--- config.mk ---
export PLATFORM = sky130hd
export DESIGN_NAME = tsd_outstage
export DESIGN_NICKNAME = d
export VERILOG_FILES = /design/src/tsd_pkg.sv /design/src/tsd_outstage.sv
export SDC_FILE = /design/constraint.sdc
export NUM_CORES = 1
export LEC_CHECK = 0
export ABC_AREA = 1
export BUFFER_PORTS_ARGS = -buffer_cell sky130_fd_sc_hd__buf_2
export CAP_MARGIN = 10
export CORE_ASPECT_RATIO = 1.75
export CORE_MARGIN = 5
export CORE_UTILIZATION = 51
export CTS_BUF_LIST = sky130_fd_sc_hd__clkbuf_4 sky130_fd_sc_hd__clkbuf_8
export DETAILED_ROUTE_END_ITERATION = 8
export MAX_ROUTING_LAYER = met4
export PLACE_DENSITY = 0.9
export SYNTH_ARGS = -nofsm -noshare
export SYNTH_HDL_FRONTEND = slang
export SYNTH_SLANG_ARGS = --single-unit
--- constraint.sdc ---
create_clock -name clk_i -period 8.2 [get_ports clk_i]
set_input_delay 0.41 -clock clk_i [delete_from_list [all_inputs] [get_ports clk_i]]
set_output_delay 0.41 -clock clk_i [all_outputs]
set_load 0.005 [all_outputs]
--- src/tsd_pkg.sv ---
// Package for the TGA stream decoder: beat types, phase and result codes,
// palette sizing. Used by every module of the block except tsd_ram.
package tsd_pkg;

  localparam int PALETTE_ENTRIES = 256;
  localparam int PAL_AW          = $clog2(PALETTE_ENTRIES);
  localparam int PAL_DW          = 24;

  typedef enum logic [2:0] {
    PH_HEADER,
    PH_IDSKIP,
    PH_CMAP,
    PH_PKTHDR,
    PH_PIXEL,
    PH_DONE
  } phase_e;

  typedef enum logic [2:0] {
    KIND_INFO      = 3'd0,
    KIND_PIXEL     = 3'd1,
    KIND_BAD_TYPE  = 3'd2,
    KIND_BAD_DEPTH = 3'd3,
    KIND_BAD_CMAP  = 3'd4
  } kind_e;

  typedef struct packed {
    logic [7:0] byte_value;
    logic       start_of_file;
  } in_beat_t;

  typedef struct packed {
    logic [2:0]  kind;
    logic [7:0]  chan0;
    logic [7:0]  chan1;
    logic [7:0]  chan2;
    logic [7:0]  chan3;
    logic [7:0]  run_length;
    logic [15:0] dest_x;
    logic [15:0] dest_y;
    logic [15:0] image_width;
    logic [15:0] image_height;
    logic [1:0]  orientation;
    logic        last;
  } out_beat_t;

  // Result leaving the parser; pal_sel asks the output stage to take the
  // colour from the palette memory (or zero when the entry is not loaded).
  typedef struct packed {
    logic      valid;
    logic      pal_sel;
    logic      pal_hit;
    out_beat_t beat;
  } res_t;

  typedef struct packed {
    logic              we;
    logic [PAL_AW-1:0] waddr;
    logic [PAL_DW-1:0] wdata;
  } pal_wr_t;

endpackage

--- src/tsd_outstage.sv ---
// Output pipeline: lookup stage waiting on palette read data, then the
// output register. Depends on tsd_pkg.
module tsd_outstage import tsd_pkg::*; (
  input  logic              clk_i,
  input  logic              rst_ni,
  input  logic              accept_i,
  input  res_t              res_i,
  input  logic [PAL_AW-1:0] rd_idx_i,
  input  logic [PAL_DW-1:0] rdata_i,
  output logic [PAL_AW-1:0] raddr_o,
  output logic              free_o,
  output logic              out_valid_o,
  input  logic              out_ready_i,
  output out_beat_t         out_beat_o
);

  logic              s1_v_q;
  res_t              s1_q;
  logic [PAL_AW-1:0] s1_idx_q;
  logic              adv;
  out_beat_t         merged;

  assign adv    = !out_valid_o || out_ready_i;
  assign free_o = !s1_v_q || adv;
  // Hold the read address while the lookup stage stalls, so data stays put.
  assign raddr_o = (s1_v_q && !adv) ? s1_idx_q : rd_idx_i;

  always_comb begin
    merged = s1_q.beat;
    if (s1_q.pal_sel) begin
      merged.chan0 = s1_q.pal_hit ? rdata_i[7:0]   : 8'd0;
      merged.chan1 = s1_q.pal_hit ? rdata_i[15:8]  : 8'd0;
      merged.chan2 = s1_q.pal_hit ? rdata_i[23:16] : 8'd0;
    end
  end

  always_ff @(posedge clk_i or negedge rst_ni) begin
    if (!rst_ni) begin
      s1_v_q <= 1'b0;
      out_valid_o <= 1'b0;
    end else begin
      if (accept_i && res_i.valid) begin
        s1_v_q <= 1'b1;
      end else if (adv) begin
        s1_v_q <= 1'b0;
      end
      if (s1_v_q && adv) begin
        out_valid_o <= 1'b1;
      end else if (out_ready_i) begin
        out_valid_o <= 1'b0;
      end
    end
  end

  always_ff @(posedge clk_i) begin
    if (accept_i && res_i.valid) begin
      s1_q <= res_i;
      s1_idx_q <= rd_idx_i;
    end
    if (s1_v_q && adv) begin
      out_beat_o <= merged;
    end
  end

endmodule
==> results.cfg <==
[layout]
seqCellArea_mm2 = 0.006957
drive_gt1_frac = 0.4850
fillers = 988
syn_to_final_growth_pct = 28.86
multiInputGateArea_um2 = 391.6
final_nets = 791

[logic_synthesis]
synthesis.nets = 496
post-synth-top-count-cell = edfxtp_1
synth-seq-area-share = 0.9260
yosysWarnings = 0
synth_top_flop_cell = edfxtp_1
synth_cells = 347
syn_area_mm2 = 0.007512
synth_seq_cells = 232
synth.top_cell.area_share = 0.9194
synthArstFlopShare = 0.008621
synthTopCellsByArea = edfxtp_1, nand3_1, inv_1, nand2_1, o21ai_0
synth_top_cells_by_count = edfxtp_1, inv_1, nand3_1, nand2_1, o21ai_0
synth_edf_count = 230
syn_area_per_cell_um2 = 21.65
synth_cell_type_count = 14
netlist.top_cell.by_area = edfxtp_1

[routing]
drtAntennaViolNets = 0
vias_per_cell = 4.869
drt_iter0_drc = 184
dr.pass1.iters = 4
via_count = 4134
drt_wl_total_mm = 16.00
wl_per_cell_um = 18.85
drc = 0

[timing]
fmax_mhz = 396.4
setup_viol = 0
fin_ws_ns = 5.677
finalHoldViolCount = 0
skew_ns = 0.009005
tns_ns = 0
slew_headroom = 0.4287
period_minus_slack_ns = 2.523
final_max_slew_viol_count = 0
tightestPinTransition_ns = 0.8570
rsz0062_at_grt = no
fin_crit_sh = 0.3076

[pwr]
power.density_mw_per_mm2 = 246.7
p_clk_frac = 0.345
intPower_mw = 1.892
power.net_switching_uw = 495.7
pwr-share-comb = 0.058
p_sw_frac = 0.2076
p_seq_frac = 0.598
ir_drop_mv = 0.1665
leakage_nw = 3.881

[job]
drv_cap = 0

[global_route]
grt_start_max_net_pins = 69
grt_remaining_overflow = 0
grt_usage = 0.1835
antenna_found_initial = 3
grt_pass1_wl_mm = 22.96
grt_pass1_vias = 4447

[setup_path]
cp_slowest_cell = buf_4
arrival_ns = 2.68
worstSetupStartpointType = flip-flop
cp_max_fo = 68
endpoint_kind = flip-flop
cpPeakStageDelay_ns = 0.70
required_ns = 8.36
crit_chain = inv_1, a21oi_4, buf_12, buf_4
critPathKind = reg -> reg
rrSetupSlack_ns = 5.68

[clock_network]
h-tree-depth = 1
cts_tree = yes
clock-root-buffer = clkbuf_8
clock_path_buffers = 3
cts_made_buffers = 30
path_clk_slew_ns = 0.07
cts_sinks = 232
insertion_delay_ns = 0.54
post_cts_buffers = 0

[floorplanning]
die_area_mm2 = 0.01735
io_pins = 269
std_cell_rows = 58
die-width_um = 101.7
fp.dieH_um = 170.6
start_util = 0.5202
core_area_mm2 = 0.01444

[place]
place.gp.congestion = 0.8573
dp_hpwl_mm = 11.72
port_buffers = 268
preCtsSetupSlack_ns = 5.157

[min_path]
hold_class = in -> reg

[status]
status = completed
cell usage in the layout, fill, tap and decap left out, drive strengths merged:
cell and count:
clkbuf 34, clkinvlp 1, buf 272, edfxtp 230, diode 3, dfrtp 2
a21oi 1, o21ai 24, inv 27, dlygate4sd3 1, clkinv 19, bufinv 2
nand4 8, nand3 25, nand2 20
power groups by stage:
| stage | logic, mW | clock network (mW) | registers, mW |
|---|---|---|---|
| CTS | 0.139 | 0.847 | 1.43 |
| floorplan | 0.0453 | 0 | 1.46 |
| global placement | 0.131 | 0 | 1.45 |
| global route | 0.151 | 0.903 | 1.43 |
| finish | 0.138 | 0.823 | 1.43 |
| detailed placement | 0.138 | 0 | 1.45 |
layer usage:
metal,vias to the layer above,part of all wire,global-route usage
li1,1923,-,-
met1,1960,0.32,0.1868
met2,214,0.56,0.3292
met3,37,0.084,0.04284
met4,0,0.032,0.08044
met5,-,0,-
cell families (layout without fill, tap and decap cells):
logic type      Yosys count  after routing  synth area share
compound gates           25             25           0.01666
buf+inv                  37            356           0.02332
flops                   232            232            0.9260
other cells               0              3                 0
simple gates             53             53           0.03398
flip-flops by register name, summed over array words and instances (netlist names):
signal,cells
s1_idx_q,8
merged,86
out_valid_o,1
out_beat_o,110
s1_q,26
s1_v_q,1
final cells by class:
type	instances	share of cell area
Clock buffer	34	0.04640
Tap cell	180	0.02326
Timing Repair Buffer	273	0.1440
Sequential cell	232	0.7186
Antenna cell	3	0.0007755
Inverter	27	0.01073
Multi-Input combinational cell	78	0.04046
Clock inverter	22	0.01577
repair_timing:
item	CTS	global route
hold buffers	1	0
gates resized for setup	0	0
hold endpoints to repair	2	0
metrics by stage:
| stage | cells | util | total power, mW | hold WS (ns) | area [um2] |
|---|---|---|---|---|---|
| after floorplan | 347 | - | 1.503 | 0.1144 | 7512 |
| after global placement | 788 | 0.6261 | 1.578 | 0.1948 | 9041 |
| after detailed placement | 788 | 0.6261 | 1.592 | 0.2074 | 9041 |
| after CTS | 845 | 0.6684 | 2.415 | 0.01167 | 9653 |
| after global routing | 849 | 0.6703 | 2.488 | 0.004843 | 9681 |
| final | 849 | 0.6703 | 2.388 | 0.04660 | 9681 |
critical path, delay by kind of cell, from the launching register on:
kind	cells	cell delay, ns
AO/OA/AOI/OAI	1	0.44
flip-flops	1	0.54
buffers and inverters	3	1.12
final timing paths:
path	startpoint	to	cells past startpoint
worst max-delay path	s1_v_q$_DFFE_PN0P_	out_beat_o[17]$_DFFE_PP_	4
max in group asynchronous	rst_ni	s1_v_q$_DFFE_PN0P_	2
worst min register to register	merged[71]$_DFFE_PP_	out_beat_o[71]$_DFFE_PP_	0
worst max register to register	s1_v_q$_DFFE_PN0P_	out_beat_o[17]$_DFFE_PP_	4
worst min-delay path	res_i[11]	merged[11]$_DFFE_PP_	1
min in group asynchronous	rst_ni	out_valid_o$_DFFE_PN0P_	2
Power figures use the tool's default switching activity.
