<file path="src/tsd_ram.sv">
// Generic single-port-write, single-port-read RAM with registered read.
// No dependencies.
module tsd_ram #(
  parameter int WIDTH = 8,
  parameter int DEPTH = 16
) (
  input  logic                     clk_i,
  input  logic                     we_i,
  input  logic [$clog2(DEPTH)-1:0] waddr_i,
  input  logic [WIDTH-1:0]         wdata_i,
  input  logic [$clog2(DEPTH)-1:0] raddr_i,
  output logic [WIDTH-1:0]         rdata_o
);

  logic [WIDTH-1:0] mem_q [DEPTH];

  always_ff @(posedge clk_i) begin
    if (we_i) begin
      mem_q[waddr_i] <= wdata_i;
    end
    rdata_o <= mem_q[raddr_i];
  end

endmodule

</file>
<file path="config.mk">
export PLATFORM = sky130hd
export DESIGN_NAME = tsd_ram
export DESIGN_NICKNAME = d
export VERILOG_FILES = /design/src/tsd_ram.sv
export SDC_FILE = /design/constraint.sdc
export NUM_CORES = 1
export LEC_CHECK = 0
export BUFFER_PORTS_ARGS = -buffer_cell sky130_fd_sc_hd__buf_2
export CELL_PAD_IN_SITES_DETAIL_PLACEMENT = 0
export CELL_PAD_IN_SITES_GLOBAL_PLACEMENT = 1
export CORE_MARGIN = 4
export CORE_UTILIZATION = 44
export CTS_BUF_LIST = sky130_fd_sc_hd__clkbuf_8
export DETAILED_ROUTE_END_ITERATION = 8
export GPL_ROUTABILITY_DRIVEN = 0
export PLACE_DENSITY = 0.68
export SLEW_MARGIN = 10
export SYNTH_ARGS = -nofsm -noshare
export SYNTH_HDL_FRONTEND = slang
export SYNTH_SLANG_ARGS = --single-unit
export TNS_END_PERCENT = 10
</file>
<file path="constraint.sdc">
create_clock -name clk_i -period 2.25 [get_ports clk_i]
set_input_delay 0.225 -clock clk_i [delete_from_list [all_inputs] [get_ports clk_i]]
set_output_delay 0.225 -clock clk_i [all_outputs]
set_load 0.005 [all_outputs]
</file>
==> flow_summary.ini, run 1 <==
[routing]
ant_nets = 0
drtPass1Iterations = 4
viasPerCell = 5.51
wire_per_inst_um = 21.1
vias = 2418
drt-total-wl_um = 9260
drc = 0
drt_iter0_drc = 152

[power_and_ir_drop]
netSwitchingPower_mw = 1.01
p_int_mw = 3.93
p_seq_frac = 0.576
p_clk_frac = 0.372
swShare = 0.205
irDropWorstVdd_mv = 0.306
combPwrFrac = 0.052
powerDensity_nw_per_um2 = 836
p_leak_nw = 2.01

[clocking]
cts_hold_buf = 0
cts_resized = 0
cts_buffers = 17
cts-root-buf = clkbuf_8
cts.sinks = 136
tritoncts = done
cts_max_level = 4
cts_setup_buffers = 0
clk_pin_slew_ns = 0.07
cts_buffer_depth = 2
clock_latency_ns = 0.42

[layout]
nets = 301
antenna_cells = 0
drive_gt1_frac = 0.311
multi_input_comb_area_um2 = 1060
syn_to_final_growth_pct = 14.8
fill_cells = 936
stdcell_area_um2 = 5910
regArea_um2 = 4000

[grt]
grt_pass1_wl_um = 14900
grt-ovfl-total = 0
grtUsageTotal = 0.156
grt_antenna_before_repair = 0
grt_max_degree = 33
first_global_vias = 2585

[die]
ios = 26
die_area_um2 = 13500
die_w_um = 116
row_count = 39
initial_core_util = 0.451
die_y_um = 116
core_um2 = 11400

[sta]
drv_slew = 0
tns_ns = 0
setup_violations = 0
max_freq_mhz = 732
period_needed_ns = 1.37
worstMarginPinSlew_ns = 0.589
fin_crit_sh = 0.607
grt_setup_unrepaired = no
slew_headroom = 0.606
clock_skew_ns = 0.00899
hold_violations = 0

[worst_setup_path]
crit_type = reg -> reg
r2r_slack_ns = 0.88
worstPathMaxFanout = 1
worstReg2RegEnd = rdata_o[1]
end_kind = register
crit_path_top_delay_cell = mux4_1
r2r-start = mem_q[5][1]
crit_path_start = mem_q[5][1]
endpoint = rdata_o[1]
critPathMaxStageDelay_ns = 0.55
required_ns = 2.55
crit_chain = mux4_1, a22oi_1, nand2_1
rr_worst_depth = 3
startpoint_type = register
cp.arrival_ns = 1.67

[worst_hold_path]
hp-class = in -> reg

[yosys]
ys_seq_area_frac = 0.778
synth_top_cells_by_area = edfxtp_1, mux4_2, mux4_1
synth_top_area_cell = edfxtp_1
postSynthCellCount = 229
ys_warn_count = 0
synth-seq-cells = 136
syn_nets = 247
syn_avg_cell_area_um2 = 22.5
synth_top_area_share = 0.747
synthesis.area_um2 = 5150
synth_cell_types = 19

[place]
dp_hpwl_um = 6080
portBuffers = 25
placed_area_um2 = 5540

[flow_run]
timing.max_cap.violations = 0

[status]
status = completed
-- per-stage QoR --
step / std cells / power, mW / worst slack, ns / util / hold slack (ns)
floorplan: 229 / 3.04 / 0.532 / - / 0.324
global placement: 407 / 3.16 / 0.549 / 0.485 / 0.604
detailed placement: 407 / 3.16 / 0.553 / 0.485 / 0.608
CTS: 439 / 4.99 / 0.893 / 0.517 / 0.161
global route: 439 / 5.14 / 0.804 / 0.517 / 0.173
finish: 439 / 4.94 / 0.883 / 0.517 / 0.181
-- worst min-delay path by stage --
stage                     slack [ns]  startpoint  cells after the start      endpoint
after floorplan                 0.32  wdata_i[0]                      0   mem_q[0][0]
after detailed placement        0.61  rdata_o[7]                      1    rdata_o[7]
after CTS                       0.16  wdata_i[7]                      1   mem_q[6][7]
after global routing            0.17  wdata_i[2]                      1  mem_q[12][2]
after global placement          0.60  rdata_o[7]                      1    rdata_o[7]
final                           0.18  wdata_i[7]                      1   mem_q[4][7]
-- synth_stat cells, drive strengths merged --
cell type and count:
buf 7, nor2b 1, nor2 13, or3b 1, mux4 32, edfxtp 128, a22oi 16, nand3b 2
nand3 1, and2b 1, nor3 4, nand2 9, and2 1, clkdlybuf4s25 3, nand2b 2, dfxtp 8
-- power by group through the flow --
stage	registers (mW)	clock network, mW	logic [mW]
2_1_floorplan	2.90	0	0.144
3_3_place_gp	2.90	0	0.257
3_5_place_dp	2.90	0	0.264
4_1_cts	2.84	1.88	0.264
5_1_grt	2.85	2.00	0.285
6_report	2.84	1.84	0.257
-- per-layer routing --
metal  global-route usage  wire, um  vias to the layer above
li1                     -         -                     1079
met1                0.207      4040                     1258
met2                0.250      4640                       64
met3               0.0394       391                       17
met4               0.0634       182                        0
met5                    0         0                        -
-- registers in the layout, summed over array words and instances (netlist names) --
name,count
mem_q,128
rdata_o,8
-- cells by family (layout without fill, tap and decap cells) --
kind of cell           count (synthesis)  count (layout)  share of synthesized area
flip-flops                           136             136                      0.778
AND/OR/NAND/NOR                       35              35                     0.0318
multiplexers                          32              32                      0.150
AO/OA/AOI/OAI                         16              16                     0.0233
buffers and inverters                 10              77                     0.0168
-- placed cells by master, fill, tap and decap left out --
| master | synthesis | final |
|---|---|---|
| mux4_1 | 14 | 14 |
| buf_12 | 0 | 2 |
| nand2b_1 | 2 | 2 |
| buf_4 | 1 | 18 |
| nand2_1 | 9 | 9 |
| clkinvlp_4 | 0 | 2 |
| and2b_1 | 1 | 1 |
| a22oi_1 | 16 | 16 |
| mux4_2 | 18 | 18 |
| nand3b_1 | 2 | 2 |
| nor3_1 | 4 | 4 |
| or3b_2 | 1 | 1 |
| nor2b_1 | 1 | 1 |
| clkinv_1 | 0 | 1 |
| inv_1 | 0 | 3 |
| dfxtp_1 | 8 | 8 |
| clkbuf_8 | 0 | 18 |
| and2_1 | 1 | 1 |
| nor2_1 | 13 | 13 |
| bufinv_16 | 0 | 2 |
| nand3_1 | 1 | 1 |
| clkinv_2 | 0 | 6 |
| edfxtp_1 | 128 | 128 |
| buf_2 | 3 | 25 |
-- area by class of cell --
| cell class | count | area share |
|---|---|---|
| repair buffers | 45 | 0.0508 |
| multi-input cells | 83 | 0.179 |
| flip-flops and latches | 136 | 0.678 |
| clock inverters | 14 | 0.0203 |
| clock buffers | 18 | 0.0419 |
| well taps | 143 | 0.0303 |
-- critical path: cells and delay by family (launching register included) --
family	cells	cell delay, ns
compound gates	1	0.27
flops	1	0.35
mux	1	0.55
simple gates	1	0.08
Note: power is estimated with default switching activity, not from simulation.
==> run 2, diff against run 1 <==
Clock period 2.25 ns to 1.35 ns, I/O delays scaled along.
==> run 2 against run 1 <==
Combinational power is 76% higher. First-iteration DRC count is 15% higher. Clock skew hardly changed.
==> flow_summary.ini, run 2 (same netlist as run 1, synthesis figures left out) <==
[flow_run]
timing.max_cap.violations = 0

[die]
die_area_um2 = 13500
die_y_um = 116
die_w_um = 116
row_count = 39
ios = 26
initial_core_util = 0.451
core_um2 = 11400

[worst_setup_path]
startpoint_type = register
worstPathMaxFanout = 1
end_kind = register
crit_type = reg -> reg
required_ns = 1.66
cp.arrival_ns = 1.60

[routing]
wl_met2_um = 4740
routed.top_layer = met4
drtPass1Iterations = 4
wl_met3_um = 388
ant_nets = 0
viasPerCell = 5.28
vias = 2356
routedLengthMet1_um = 3860
drt-total-wl_um = 9130
wire_per_inst_um = 20.5
drc = 0
drt_iter0_drc = 175

[sta]
slew_headroom = 0.419
setup_violations = 0
worstMarginPinSlew_ns = 0.870
grt_setup_unrepaired = no
period_needed_ns = 1.29
fin_ws_ns = 0.0637
holdWs_ns = 0.0940
max_freq_mhz = 777
drv_slew = 0
hold_violations = 0
clock_skew_ns = 0.00880
fin_crit_sh = 0.953
tns_ns = 0

[power_and_ir_drop]
powerDensity_nw_per_um2 = 1350
irDropWorstVdd_mv = 0.581
finalPower_mw = 8.09
p_leak_nw = 2.06

[clocking]
cts_buffer_depth = 2
clk_pin_slew_ns = 0.07
clock_latency_ns = 0.42
cts_max_level = 4
cts_buffers = 17
cts-root-buf = clkbuf_8
tritoncts = done
cts.sinks = 136
cts_hold_buf = 0

[status]
status = completed

[place]
dpl_worst_slack_ns = -0.232
portBuffers = 25
dp_cells = 414
dp_hpwl_um = 6150
placed_area_um2 = 5610

[layout]
fin_util = 0.524
largest_reg_flops = 128
top_register = mem_q
drive_gt1_frac = 0.333
mostFrequentLayoutCell = edfxtp_1
fin_cells = 446
layout_common_cells = edfxtp_1, buf_2, buf_4
reg_top3 = mem_q: 128 flops, rdata_o: 8 flops
syn_to_final_growth_pct = 16.3
stdcell_area_um2 = 5990
nets = 308
antenna_cells = 0

[grt]
grt-ovfl-total = 0
grtUsageTotal = 0.151
grt_max_degree = 18
grt_antenna_before_repair = 0
grt_pass1_wl_um = 14300
first_global_vias = 2573

[worst_hold_path]
hp-class = in -> reg
## run 2: changes by cell type in the layout (fill, tap and decap cells not counted)
cell	previous run	this run
inv_1	3	8
nor3_1	4	3
nor3_2	0	1
clkinv_1	1	0
buf_4	18	24
clkinv_2	6	3
a22oi_2	0	5
a22oi_1	16	11
clkinvlp_4	2	0
clkbuf_8	18	20
bufinv_16	2	1
buf_12	2	3
## run 2: path summary, 6_finish.rpt
check | startpoint | endpoint | cells past startpoint | slack, ns
hold / removal | wdata_i[0] | mem_q[11][0] | 1 | 0.09
setup reg to reg | mem_q[1][1] | rdata_o[1] | 3 | 0.06
hold reg to reg | mem_q[15][2] | rdata_o[2] | 3 | 0.67
setup / recovery | mem_q[1][1] | rdata_o[1] | 3 | 0.06
## run 2: layout make-up
class,count,area [um^2]
tap,143,179
multi-input combinational,83,1090
timing repair buffer,52,365
clock inverter,12,75.1
sequential,136,4000
fill,920,5430
clock buffer,20,275
## run 2: repair_timing
| action | 4_1_cts | 5_1_grt |
|---|---|---|
| setup buffers | 0 | 0 |
| pin swaps | 0 | 1 |
| setup endpoints to repair | 1 | 5 |
| resized for setup | 1 | 4 |
## run 2: power by group
| group | leakage [nW] | internal, mW | total [mW] | switching [mW] |
|---|---|---|---|---|
| clock network | 0.212 | 1.54 | 2.89 | 1.35 |
| logic | 0.626 | 0.212 | 0.453 | 0.240 |
| registers | 1.22 | 4.72 | 4.75 | 0.0298 |
| total | 2.06 | 6.47 | 8.09 | 1.62 |
## run 2: worst max-delay path, cell delays in order, from the launching register on
cell      delay, ns
edfxtp_1       0.35
mux4_1         0.52
a22oi_2        0.24
nand2_1        0.07
## run 2: layer usage
layer  vias up  global-route usage
met5         -                   0
met4         0              0.0626
met3        11              0.0399
met2        41               0.248
met1      1213               0.191
li1       1091                   -
==> run 3, diff against run 2 <==
Settings changed: CORE_MARGIN 4 to default, PLACE_DENSITY 0.68 to 0.7, SLEW_MARGIN 10 to 20.
Clock period 1.35 ns to 1.1 ns, I/O delays scaled along.
==> run 3 against run 2 <==
The run now ends with setup timing left. Maximum frequency increased by 2.8%. Die area decreased by 10%. Combinational power increased by 40%. Core utilization increased by 1.4 points. Final area increased by 2.7%. Via count increased by 5.1%. Largest power group unchanged.
==> flow_summary.ini, run 3 (same netlist as run 1, synthesis figures left out) <==
[sta]
clock_skew_ns = 0.00397
worstMarginPinSlew_ns = 0.952
max_freq_mhz = 799
tns_ns = -1.05
holdWs_ns = 0.0757
slew_headroom = 0.364
setup_violations = 8
fin_crit_sh = 1.14
period_needed_ns = 1.25
hold_violations = 0
grt_setup_unrepaired = yes
fin_ws_ns = -0.151
drv_slew = 0

[clocking]
cts_hold_buf = 0
cts_buffer_depth = 2
cts_setup_buffers = 0
clock_latency_ns = 0.42
tritoncts = done
cts-root-buf = clkbuf_8
clk_pin_slew_ns = 0.07
cts_max_level = 4
cts.sinks = 136
cts_buffers = 17

[die]
die_y_um = 110
die_w_um = 110
ios = 26
core_um2 = 11400
initial_core_util = 0.451
row_count = 39
die_area_um2 = 12100

[layout]
fill_cells = 912
regArea_um2 = 4000
layout_common_cells = edfxtp_1, mux4_2, buf_4
multi_input_comb_area_um2 = 1100
stdcell_area_um2 = 6150
reg_top3 = mem_q: 128 flops, rdata_o: 8 flops
antenna_cells = 0
mostFrequentLayoutCell = edfxtp_1
top_register = mem_q
fin_cells = 451
drive_gt1_frac = 0.448
fin_util = 0.538
nets = 313
largest_reg_flops = 128
syn_to_final_growth_pct = 19.4

[routing]
ant_nets = 0
wire_per_inst_um = 22.7
drt-total-wl_um = 10200
vias = 2477
viasPerCell = 5.49
drtPass1Iterations = 4
drc = 0
drt_iter0_drc = 224

[status]
status = finished, violations left
violations = setup timing

[worst_setup_path]
worstPathMaxFanout = 1
critPathTopFamily = multiplexers
cp.arrival_ns = 1.56
critPathMaxStageDelay_ns = 0.47
r2r_slack_ns = -0.15
crit_type = reg -> reg
crit_chain = mux4_2, a22oi_2, nand2_1
startpoint_type = register
rr_worst_depth = 3
end_kind = register
crit_path_top_delay_cell = mux4_2
cp.depth = 3
required_ns = 1.41
cp_num_buf_inv = 0

[place]
dp_hpwl_um = 6490
placed_area_um2 = 5710
dpl_worst_slack_ns = -0.506
dp_cells = 419
portBuffers = 25

[grt]
grt-ovfl-total = 0
grt_pass1_wl_um = 15400
grt_max_degree = 19
first_global_vias = 2549
grtUsageTotal = 0.190
grt_antenna_before_repair = 0

[power_and_ir_drop]
p_leak_nw = 2.05
irDropWorstVdd_mv = 0.637
finalPower_mw = 10.7
powerDensity_nw_per_um2 = 1740

[worst_hold_path]
holdPathStages = 1
hp-class = in -> reg

[flow_run]
timing.max_cap.violations = 0
## run 3: power by group
| group | switching, mW | leakage [nW] | internal (mW) |
|---|---|---|---|
| clock network | 1.81 | 0.214 | 2.44 |
| logic | 0.340 | 0.611 | 0.292 |
| registers | 0.0371 | 1.22 | 5.79 |
## run 3: final cells by class
cell class	count	share of cell area
flip-flops and latches	136	0.651
multi-input cells	83	0.180
repair buffers	57	0.0716
clock buffers	17	0.0381
clock inverters	15	0.0301
well taps	143	0.0291
## run 3: metal layers
layer	GRT usage	wire length (um)
met1	0.265	4550
met2	0.296	5010
met5	0	0
met4	0.0620	79
met3	0.0476	588
## run 3: worst paths after layout
check / start / to
max: mem_q[2][6] / rdata_o[6]
min: wdata_i[2] / mem_q[13][2]
max reg2reg: mem_q[2][6] / rdata_o[6]
min reg2reg: mem_q[4][2] / rdata_o[2]
## run 3: repair_timing
| item | CTS | global route |
|---|---|---|
| pin swaps | 4 | 9 |
| gates resized for setup | 19 | 8 |
| setup endpoints to repair | 8 | 8 |
