===== src/tsd_pkg.sv =====
// Package for the TGA stream decoder: beat types, phase and result codes,
// palette sizing. Used by every module of the block except tsd_ram.
package tsd_pkg;

  localparam int PALETTE_ENTRIES = 256;
  localparam int PAL_AW          = $clog2(PALETTE_ENTRIES);
  localparam int PAL_DW          = 24;

  typedef enum logic [2:0] {
    PH_HEADER,
    PH_IDSKIP,
    PH_CMAP,
    PH_PKTHDR,
    PH_PIXEL,
    PH_DONE
  } phase_e;

  typedef enum logic [2:0] {
    KIND_INFO      = 3'd0,
    KIND_PIXEL     = 3'd1,
    KIND_BAD_TYPE  = 3'd2,
    KIND_BAD_DEPTH = 3'd3,
    KIND_BAD_CMAP  = 3'd4
  } kind_e;

  typedef struct packed {
    logic [7:0] byte_value;
    logic       start_of_file;
  } in_beat_t;

  typedef struct packed {
    logic [2:0]  kind;
    logic [7:0]  chan0;
    logic [7:0]  chan1;
    logic [7:0]  chan2;
    logic [7:0]  chan3;
    logic [7:0]  run_length;
    logic [15:0] dest_x;
    logic [15:0] dest_y;
    logic [15:0] image_width;
    logic [15:0] image_height;
    logic [1:0]  orientation;
    logic        last;
  } out_beat_t;

  // Result leaving the parser; pal_sel asks the output stage to take the
  // colour from the palette memory (or zero when the entry is not loaded).
  typedef struct packed {
    logic      valid;
    logic      pal_sel;
    logic      pal_hit;
    out_beat_t beat;
  } res_t;

  typedef struct packed {
    logic              we;
    logic [PAL_AW-1:0] waddr;
    logic [PAL_DW-1:0] wdata;
  } pal_wr_t;

endpackage


===== src/tsd_parser.sv =====
// Byte parser: header, ID skip, colour map load, packet and pixel decode,
// run placement with a shift-subtract divider for long wraps.
// Depends on tsd_pkg.
module tsd_parser import tsd_pkg::*; (
  input  logic              clk_i,
  input  logic              rst_ni,
  input  logic              accept_i,
  input  in_beat_t          beat_i,
  output logic              busy_o,
  output res_t              res_o,
  output pal_wr_t           pal_wr_o,
  output logic [PAL_AW-1:0] rd_idx_o
);

  localparam logic [4:0] HdrIdLen   = 5'd0;
  localparam logic [4:0] HdrMapType = 5'd1;
  localparam logic [4:0] HdrImgType = 5'd2;
  localparam logic [4:0] HdrMapFLo  = 5'd3;
  localparam logic [4:0] HdrMapFHi  = 5'd4;
  localparam logic [4:0] HdrMapLLo  = 5'd5;
  localparam logic [4:0] HdrMapLHi  = 5'd6;
  localparam logic [4:0] HdrMapBits = 5'd7;
  localparam logic [4:0] HdrWLo     = 5'd12;
  localparam logic [4:0] HdrWHi     = 5'd13;
  localparam logic [4:0] HdrHLo     = 5'd14;
  localparam logic [4:0] HdrHHi     = 5'd15;
  localparam logic [4:0] HdrBpp     = 5'd16;
  localparam logic [4:0] HdrDesc    = 5'd17;

  phase_e      phase_q, phase_d;
  logic [15:0] bc_q, bc_d;
  logic [7:0]  id_len_q, id_len_d, map_type_q, map_type_d, img_type_q, img_type_d;
  logic [15:0] map_first_q, map_first_d, map_len_q, map_len_d;
  logic [7:0]  map_bits_q, map_bits_d, bpp_q, bpp_d;
  logic [15:0] w_q, w_d, h_q, h_d;
  logic [1:0]  orient_q, orient_d;
  logic [31:0] area_q, area_d, rest_q, rest_d;
  logic [7:0]  pkt_rem_q, pkt_rem_d;
  logic        pkt_rep_q, pkt_rep_d;
  logic [7:0]  pb_q [3];
  logic [7:0]  pb_d [3];
  logic [15:0] col_q, col_d, row_q, row_d;
  logic [15:0] ent_q, ent_d, left_q, left_d;
  logic [1:0]  comp_q, comp_d;
  logic [7:0]  e0_q, e0_d, e1_q, e1_d;
  logic [PALETTE_ENTRIES-1:0] loaded_q, loaded_d;
  logic        busy_q, busy_d;
  logic [2:0]  dstep_q, dstep_d;
  logic [16:0] drem_q, drem_d;
  logic [7:0]  dquo_q, dquo_d;

  phase_e      ph;
  phase_e      pix_phase, map_phase;
  logic [15:0] bc;
  logic [7:0]  b;
  logic        is_rle;
  logic [4:0]  bb;
  logic        emit;
  logic [7:0]  run;
  logic        last;
  logic [7:0]  run_out;
  logic [16:0] total;
  logic [17:0] w2;
  logic [23:0] w_sh;
  logic [16:0] rem_n;
  logic [7:0]  quo_n;
  logic        idx_ok;
  logic        ent_ok;
  logic [15:0] bc_n;

  assign b      = beat_i.byte_value;
  assign ph     = beat_i.start_of_file ? PH_HEADER : phase_q;
  assign bc     = beat_i.start_of_file ? 16'd0 : bc_q;
  assign is_rle = img_type_q >= 8'd9;
  assign bb     = bpp_q[7:3];
  assign bc_n   = bc + 16'd1;
  assign pix_phase = is_rle ? PH_PKTHDR : PH_PIXEL;
  assign map_phase = (map_type_q == 8'd1 && map_len_q != 16'd0) ? PH_CMAP : pix_phase;
  assign idx_ok = {1'b0, b} < 9'(PALETTE_ENTRIES);
  assign ent_ok = ent_q < 16'(PALETTE_ENTRIES);
  assign rd_idx_o = b[PAL_AW-1:0];
  assign busy_o = busy_q;

  always_comb begin
    w_sh  = 24'(w_q) << dstep_q;
    rem_n = drem_q;
    quo_n = dquo_q;
    if ({7'd0, drem_q} >= w_sh) begin
      rem_n = drem_q - w_sh[16:0];
      quo_n[dstep_q] = 1'b1;
    end
  end

  always_comb begin
    phase_d = phase_q; bc_d = bc_q;
    id_len_d = id_len_q; map_type_d = map_type_q; img_type_d = img_type_q;
    map_first_d = map_first_q; map_len_d = map_len_q; map_bits_d = map_bits_q;
    bpp_d = bpp_q; w_d = w_q; h_d = h_q; orient_d = orient_q;
    area_d = area_q; rest_d = rest_q;
    pkt_rem_d = pkt_rem_q; pkt_rep_d = pkt_rep_q; pb_d = pb_q;
    col_d = col_q; row_d = row_q;
    ent_d = ent_q; left_d = left_q; comp_d = comp_q; e0_d = e0_q; e1_d = e1_q;
    loaded_d = loaded_q;
    busy_d = busy_q; dstep_d = dstep_q; drem_d = drem_q; dquo_d = dquo_q;
    res_o = '0;
    pal_wr_o = '0;
    emit = 1'b0;
    run = 8'd1;
    last = 1'b0;
    run_out = 8'd1;
    total = '0;
    w2 = '0;

    if (busy_q) begin
      drem_d  = rem_n;
      dquo_d  = quo_n;
      dstep_d = dstep_q - 3'd1;
      if (dstep_q == 3'd0) begin
        busy_d = 1'b0;
        row_d  = row_q + 16'(quo_n);
        col_d  = rem_n[15:0];
      end
    end

    if (accept_i) begin
      if (beat_i.start_of_file) begin
        loaded_d = '0;
        pkt_rem_d = '0; pkt_rep_d = 1'b0; col_d = '0; row_d = '0;
      end
      case (ph)
        PH_HEADER: begin
          bc_d = bc_n;
          phase_d = PH_HEADER;
          case (bc[4:0])
            HdrIdLen:   id_len_d = b;
            HdrMapType: map_type_d = b;
            HdrImgType: img_type_d = b;
            HdrMapFLo:  map_first_d[7:0] = b;
            HdrMapFHi:  map_first_d[15:8] = b;
            HdrMapLLo:  map_len_d[7:0] = b;
            HdrMapLHi:  map_len_d[15:8] = b;
            HdrMapBits: map_bits_d = b;
            HdrWLo:     w_d[7:0] = b;
            HdrWHi:     w_d[15:8] = b;
            HdrHLo:     h_d[7:0] = b;
            HdrHHi:     h_d[15:8] = b;
            HdrBpp: begin
              bpp_d = b;
              area_d = 32'(w_q) * 32'(h_q);
            end
            HdrDesc: begin
              res_o.valid = 1'b1;
              bc_d = '0;
              if (!(img_type_q == 8'd1 || img_type_q == 8'd2 || img_type_q == 8'd3 ||
                    img_type_q == 8'd9 || img_type_q == 8'd10 || img_type_q == 8'd11)) begin
                res_o.beat.kind = KIND_BAD_TYPE;
                res_o.beat.last = 1'b1;
                phase_d = PH_DONE;
              end else if (!(bpp_q == 8'd8 || bpp_q == 8'd24 || bpp_q == 8'd32)) begin
                res_o.beat.kind = KIND_BAD_DEPTH;
                res_o.beat.last = 1'b1;
                phase_d = PH_DONE;
              end else if (map_type_q == 8'd1 && (map_bits_q != 8'd24 ||
                           {1'b0, map_first_q} + {1'b0, map_len_q} >
                           17'(PALETTE_ENTRIES))) begin
                res_o.beat.kind = KIND_BAD_CMAP;
                res_o.beat.last = 1'b1;
                phase_d = PH_DONE;
              end else begin
                res_o.beat.kind = KIND_INFO;
                res_o.beat.image_width = w_q;
                res_o.beat.image_height = h_q;
                res_o.beat.orientation = b[5:4];
                orient_d = b[5:4];
                rest_d = area_q;
                ent_d = map_first_q; left_d = map_len_q; comp_d = '0;
                col_d = '0; row_d = '0; pkt_rem_d = '0; pkt_rep_d = 1'b0;
                if (w_q == 16'd0 || h_q == 16'd0) begin
                  res_o.beat.last = 1'b1;
                  phase_d = PH_DONE;
                end else if (id_len_q != 8'd0) begin
                  phase_d = PH_IDSKIP;
                end else begin
                  phase_d = map_phase;
                end
              end
            end
            default: ;
          endcase
        end
        PH_IDSKIP: begin
          bc_d = bc_n;
          if (bc_n >= {8'd0, id_len_q}) begin
            bc_d = '0;
            phase_d = map_phase;
          end
        end
        PH_CMAP: begin
          case (comp_q)
            2'd0: begin e0_d = b; comp_d = 2'd1; end
            2'd1: begin e1_d = b; comp_d = 2'd2; end
            default: begin
              comp_d = 2'd0;
              if (ent_ok) begin
                pal_wr_o.we = 1'b1;
                pal_wr_o.waddr = ent_q[PAL_AW-1:0];
                pal_wr_o.wdata = {b, e1_q, e0_q};
                loaded_d[ent_q[PAL_AW-1:0]] = 1'b1;
              end
              ent_d = ent_q + 16'd1;
              left_d = left_q - 16'd1;
              if (left_q == 16'd1) begin
                bc_d = '0;
                phase_d = pix_phase;
              end
            end
          endcase
        end
        PH_PKTHDR: begin
          pkt_rem_d = {1'b0, b[6:0]} + 8'd1;
          pkt_rep_d = b[7];
          bc_d = '0;
          phase_d = PH_PIXEL;
        end
        PH_PIXEL: begin
          if (bc[1:0] != 2'd3) begin
            pb_d[bc[1:0]] = b;
          end
          bc_d = bc_n;
          if (bc_n >= {11'd0, bb}) begin
            bc_d = '0;
            emit = 1'b1;
            if (is_rle) begin
              if (pkt_rep_q) begin
                run = pkt_rem_q;
                pkt_rem_d = '0;
                phase_d = PH_PKTHDR;
              end else begin
                pkt_rem_d = pkt_rem_q - 8'd1;
                if (pkt_rem_q == 8'd1) phase_d = PH_PKTHDR;
              end
            end
          end
        end
        default: ;
      endcase

      if (emit) begin
        last    = {24'd0, run} >= rest_q;
        run_out = last ? rest_q[7:0] : run;
        res_o.valid = 1'b1;
        res_o.beat.kind = KIND_PIXEL;
        res_o.beat.run_length = run_out;
        res_o.beat.dest_x = orient_q[0] ? (w_q - 16'd1 - col_q) : col_q;
        res_o.beat.dest_y = orient_q[1] ? row_q : (h_q - 16'd1 - row_q);
        res_o.beat.image_width = w_q;
        res_o.beat.image_height = h_q;
        res_o.beat.orientation = orient_q;
        res_o.beat.last = last;
        res_o.beat.chan3 = 8'hff;
        if (bb == 5'd1) begin
          res_o.beat.chan0 = b;
          res_o.beat.chan1 = b;
          res_o.beat.chan2 = b;
          res_o.pal_sel = map_type_q == 8'd1;
          res_o.pal_hit = idx_ok && loaded_q[b[PAL_AW-1:0]];
        end else begin
          res_o.beat.chan0 = pb_q[0];
          res_o.beat.chan1 = pb_q[1];
          res_o.beat.chan2 = (bb == 5'd3) ? b : pb_q[2];
          if (bb == 5'd4) res_o.beat.chan3 = b;
        end
        // Advance the scan position; long wraps go to the divider.
        total = {1'b0, col_q} + 17'(run);
        w2    = {2'b0, w_q} << 1;
        if (last) begin
          phase_d = PH_DONE;
        end else begin
          rest_d = rest_q - 32'(run);
          if (total < {1'b0, w_q}) begin
            col_d = total[15:0];
          end else if ({1'b0, total} < w2) begin
            row_d = row_q + 16'd1;
            col_d = 16'(total - {1'b0, w_q});
          end else begin
            busy_d = 1'b1;
            drem_d = total;
            dquo_d = '0;
            dstep_d = 3'd7;
          end
        end
      end
    end
  end

  always_ff @(posedge clk_i or negedge rst_ni) begin
    if (!rst_ni) begin
      phase_q <= PH_HEADER;
      bc_q <= '0;
      pkt_rem_q <= '0;
      pkt_rep_q <= 1'b0;
      col_q <= '0;
      row_q <= '0;
      loaded_q <= '0;
      busy_q <= 1'b0;
      dstep_q <= '0;
    end else begin
      phase_q <= phase_d;
      bc_q <= bc_d;
      pkt_rem_q <= pkt_rem_d;
      pkt_rep_q <= pkt_rep_d;
      col_q <= col_d;
      row_q <= row_d;
      loaded_q <= loaded_d;
      busy_q <= busy_d;
      dstep_q <= dstep_d;
    end
  end

  always_ff @(posedge clk_i) begin
    id_len_q <= id_len_d; map_type_q <= map_type_d; img_type_q <= img_type_d;
    map_first_q <= map_first_d; map_len_q <= map_len_d; map_bits_q <= map_bits_d;
    bpp_q <= bpp_d; w_q <= w_d; h_q <= h_d; orient_q <= orient_d;
    area_q <= area_d; rest_q <= rest_d; pb_q <= pb_d;
    ent_q <= ent_d; left_q <= left_d; comp_q <= comp_d; e0_q <= e0_d; e1_q <= e1_d;
    drem_q <= drem_d; dquo_q <= dquo_d;
  end

endmodule


===== config.mk =====
export PLATFORM = sky130hd
export DESIGN_NAME = tsd_parser
export DESIGN_NICKNAME = d
export VERILOG_FILES = /design/src/tsd_pkg.sv /design/src/tsd_parser.sv
export SDC_FILE = /design/constraint.sdc
export NUM_CORES = 2
export LEC_CHECK = 0
export ABC_CLOCK_PERIOD_IN_PS = 16410
export BUFFER_PORTS_ARGS = -buffer_cell sky130_fd_sc_hd__buf_2
export CORE_MARGIN = 10
export CORE_UTILIZATION = 61
export CTS_BUF_LIST = sky130_fd_sc_hd__clkbuf_8 sky130_fd_sc_hd__clkbuf_16
export CTS_CLUSTER_SIZE = 40
export DETAILED_ROUTE_END_ITERATION = 6
export GPL_TIMING_DRIVEN = 0
export PLACE_DENSITY = 0.82
export SYNTH_ARGS = -nofsm -noshare
export SYNTH_HDL_FRONTEND = slang
export SYNTH_SLANG_ARGS = --single-unit

===== constraint.sdc =====
create_clock -name clk_i -period 16.41 [get_ports clk_i]
set_clock_uncertainty 0.15 [all_clocks]
set_input_delay 0.8205 -clock clk_i [delete_from_list [all_inputs] [get_ports clk_i]]
set_output_delay 0.8205 -clock clk_i [all_outputs]
set_load 0.03 [all_outputs]

==> metrics <==
power density over the cells=87.0 mW/mm²; global-route wire length before repair=211 mm; Die H=roughly 290 µm; synth warn=0; R2R Setup Slk=6.90 ns; synthesis-to-finish area growth=9.87%; largest family of logic cells by synthesized area=simple AND/OR/NAND/NOR gates; Simple-Gate Fraction of Synth Area=between 15 and 20%; fin crit period=between 10 and 15 ns; number of flops mapped to enable cells by yosys=244; clock latency on the worst-skew pair=0.68 ns; ys flop type=dfrtp_1; H-Tree Depth=2; fmax=0.0897 GHz; First-pass DRT Iterations=6; Synth Area in XOR/XNOR=3.10%; P_leak=just over 20 nW; unrepaired setup endpoints after global routing=false; Die W=roughly 290 µm; relative slew slack=4.92%; #FFs+latches synth=589; GRT Total Usage=about a third; cts bufs inserted=60; vias in the first global route=36404; Mapped Area=0.0429 mm²; Adder-Cell Fraction of Synth Area=16.6%; DIE AREA=0.0814 mm²; peak supply drop=about 0.12 mV; nature of the critical path startpoint=primary input; syn nets=between 4000 and 5000; post-synthesis cell count=4528; Netlist cell types=97; Layout Nets=about 5200; Post-CTS Resized=0; most frequent cells in the layout=nand2_1, o21ai_0, inv_1; Hold Crit Class=in -> async; Worst R2R End=row_q[13]; Finish-stage setup viols=0; Fill cells=5448; initial antenna violation count=3; final WL=~140 mm; post-detail-place hpwl=99.6 mm; Worst Max-Slew Pin Slew=1.42 ns; Worst Setup Path Type=in -> reg; worst-path maximum fanout=10; port bufs=between 150 and 200; io pins=around 170; clock sink count=just under 600; Post-CTS Hold Fix Bufs=0; vias=37304; final hold viol count=0; compound-cell area share of the yosys netlist=between 10% and 20%; status=complete, no violations; clk root buf=clkbuf_16; reg-to-reg critical path startpoint=bc_q[1]; ys async rst share=54.3%; leading post-synthesis cells by cell area=dfrtp_1, edfxtp_1, fa_1; CTS tree=built; DR WL/cell=~24 µm; CP most frequent cell=a21oi_1; post-synth top area share=18.7%; R2R depth=32; post-synthesis mux area share=6.66%; Yosys top cell by area=dfrtp_1; row count=slightly below 100; setup_tns=0 ns; most common cell after layout, fill and taps aside=nand2_1; GPL Wtd Cong=about 1; gr ovfl total=0; Setup Fix Bufs, Post-CTS=0; Clock Tree Buf Depth=3; register area share after synthesis=~37%; CP Capture Type=flop; Routed Antenna Nets=0; Crit-path slowest cell=xnor2_1; total power=4.10 mW; Via density=6.48; clock-pin slew of the registers on the worst-case setup and hold paths=0.07 ns; Starting Density=61.4%; core footprint=0.0699 mm²; Syn Area/Cell=9.48 µm²; max incr delay on CP=~0.65 ns; Iteration-0 DRC Markers=4529; Arr. time, crit path=11.46 ns; fin crit share=67.9%; drt drc=0; largest net degree at the start of global routing=123; fraction of layout cells with a size suffix above 1=9.49%; Pins Over Slew Limit=0; Max-Cap Viols=0; Critical Path RT=about 17 ns
==> how the worst max path moves through the flow <==
stage,from,cells after the start,endpoint
final,beat_i[0],34,row_q[13]
after floorplan,beat_i[0],33,col_q[0]
after global placement,beat_i[0],34,col_q[0]
after global routing,beat_i[0],34,row_q[13]
after CTS,beat_i[0],34,row_q[13]
after detailed placement,beat_i[0],34,col_q[0]
==> registers in the layout, summed over array words and instances, names as in the netlist, 17 cells and up <==
register  cells
rest_q       32
drem_q       17
area_q       32
loaded_q    256
pb_q         24
==> layout make-up <==
| cell class | instances | area (µm²) | share of cell area [%] |
|---|---|---|---|
| Inverter | 354 | 1330 | 2.82 |
| Clock inverter | 49 | 482 | 1.02 |
| Antenna cell | 1 | 2.50 | 0.00531 |
| Timing Repair Buffer | 176 | 985 | 2.09 |
| Sequential cell | 589 | 15800 | 33.6 |
| Multi-Input combinational cell | 3310 | 24700 | 52.4 |
| Clock buffer | 63 | 1540 | 3.27 |
| Buffer | 275 | 1090 | 2.32 |
| Tap cell | 940 | 1180 | 2.49 |
==> report_power, final <==
group,switching [mW],internal [mW],leakage [nW],total (mW)
logic,0.634,0.400,12.8,1.03
clock network,0.625,0.794,1.05,1.42
registers,0.0556,1.59,6.88,1.65
==> stage by stage <==
step                setup slack (ns)  utilization [%]  instance area, µm²  std cells  hold WS [ns]
global route                    4.78             67.5               47200       5756         0.101
global placement                5.45             64.3               44900       5634         0.299
floorplan                       8.35                -               42900       4528         0.288
finish                          5.26             67.5               47200       5757        0.0572
CTS                             5.71             67.4               47200       5755        0.0898
detailed placement              5.18             64.6               45100       5643         0.315
==> kinds of logic after synthesis <==
kind of cell | after synthesis
buffers and inverters | 629
XOR/XNOR | 152
flip-flops | 589
multiplexers | 171
AND/OR/NAND/NOR | 1555
AO/OA/AOI/OAI | 984
adder cells (fa/ha/maj) | 448
==> worst max-delay path: cells and delay by family <==
family	cells	cell delay [ns]
buffers and inverters	6	2.74
xor gates and xnor gates	1	0.65
AOI/OAI and AO/OA	15	3.07
adders and majority gates	4	1.47
and+or+nand+nor	8	2.69
==> synthesized netlist by cell type, types with 10 or more instances <==
cell        n
o21a_1     26
fa_1      202
nor2b_1    39
o22ai_1    23
mux2i_1    75
a31oi_1    33
nand3_1   103
o211a_1    14
o21ai_0   414
nor3_1     66
or2_2      14
a21oi_1   206
nand4_1    29
mux4_2     91
or3_1      24
clkbuf_1  229
nand3b_1   10
a31o_2     10
a21o_1     51
a22oi_1    11
nand2_1   658
edfxtp_1  244
o21bai_1   24
ha_1      246
nor4_1     41
a211oi_1   23
nand2b_1   18
buf_2      18
nor2_1    287
dfrtp_1   320
o211ai_1   13
and3_1     35
and2_1    184
dfxtp_1    25
buf_1      14
inv_1     353
o31ai_1    20
xnor2_1   100
xor2_1     52
==> routing by layer <==
layer  up-vias  routed length, µm  track usage, %
met5         -                 13               0
met4         2               7400            15.3
met3       499              17700            8.86
li1      16224                  -               -
met2      2437              59800            49.8
met1     18142              52400            44.2
(Power assumes the default switching activity.)
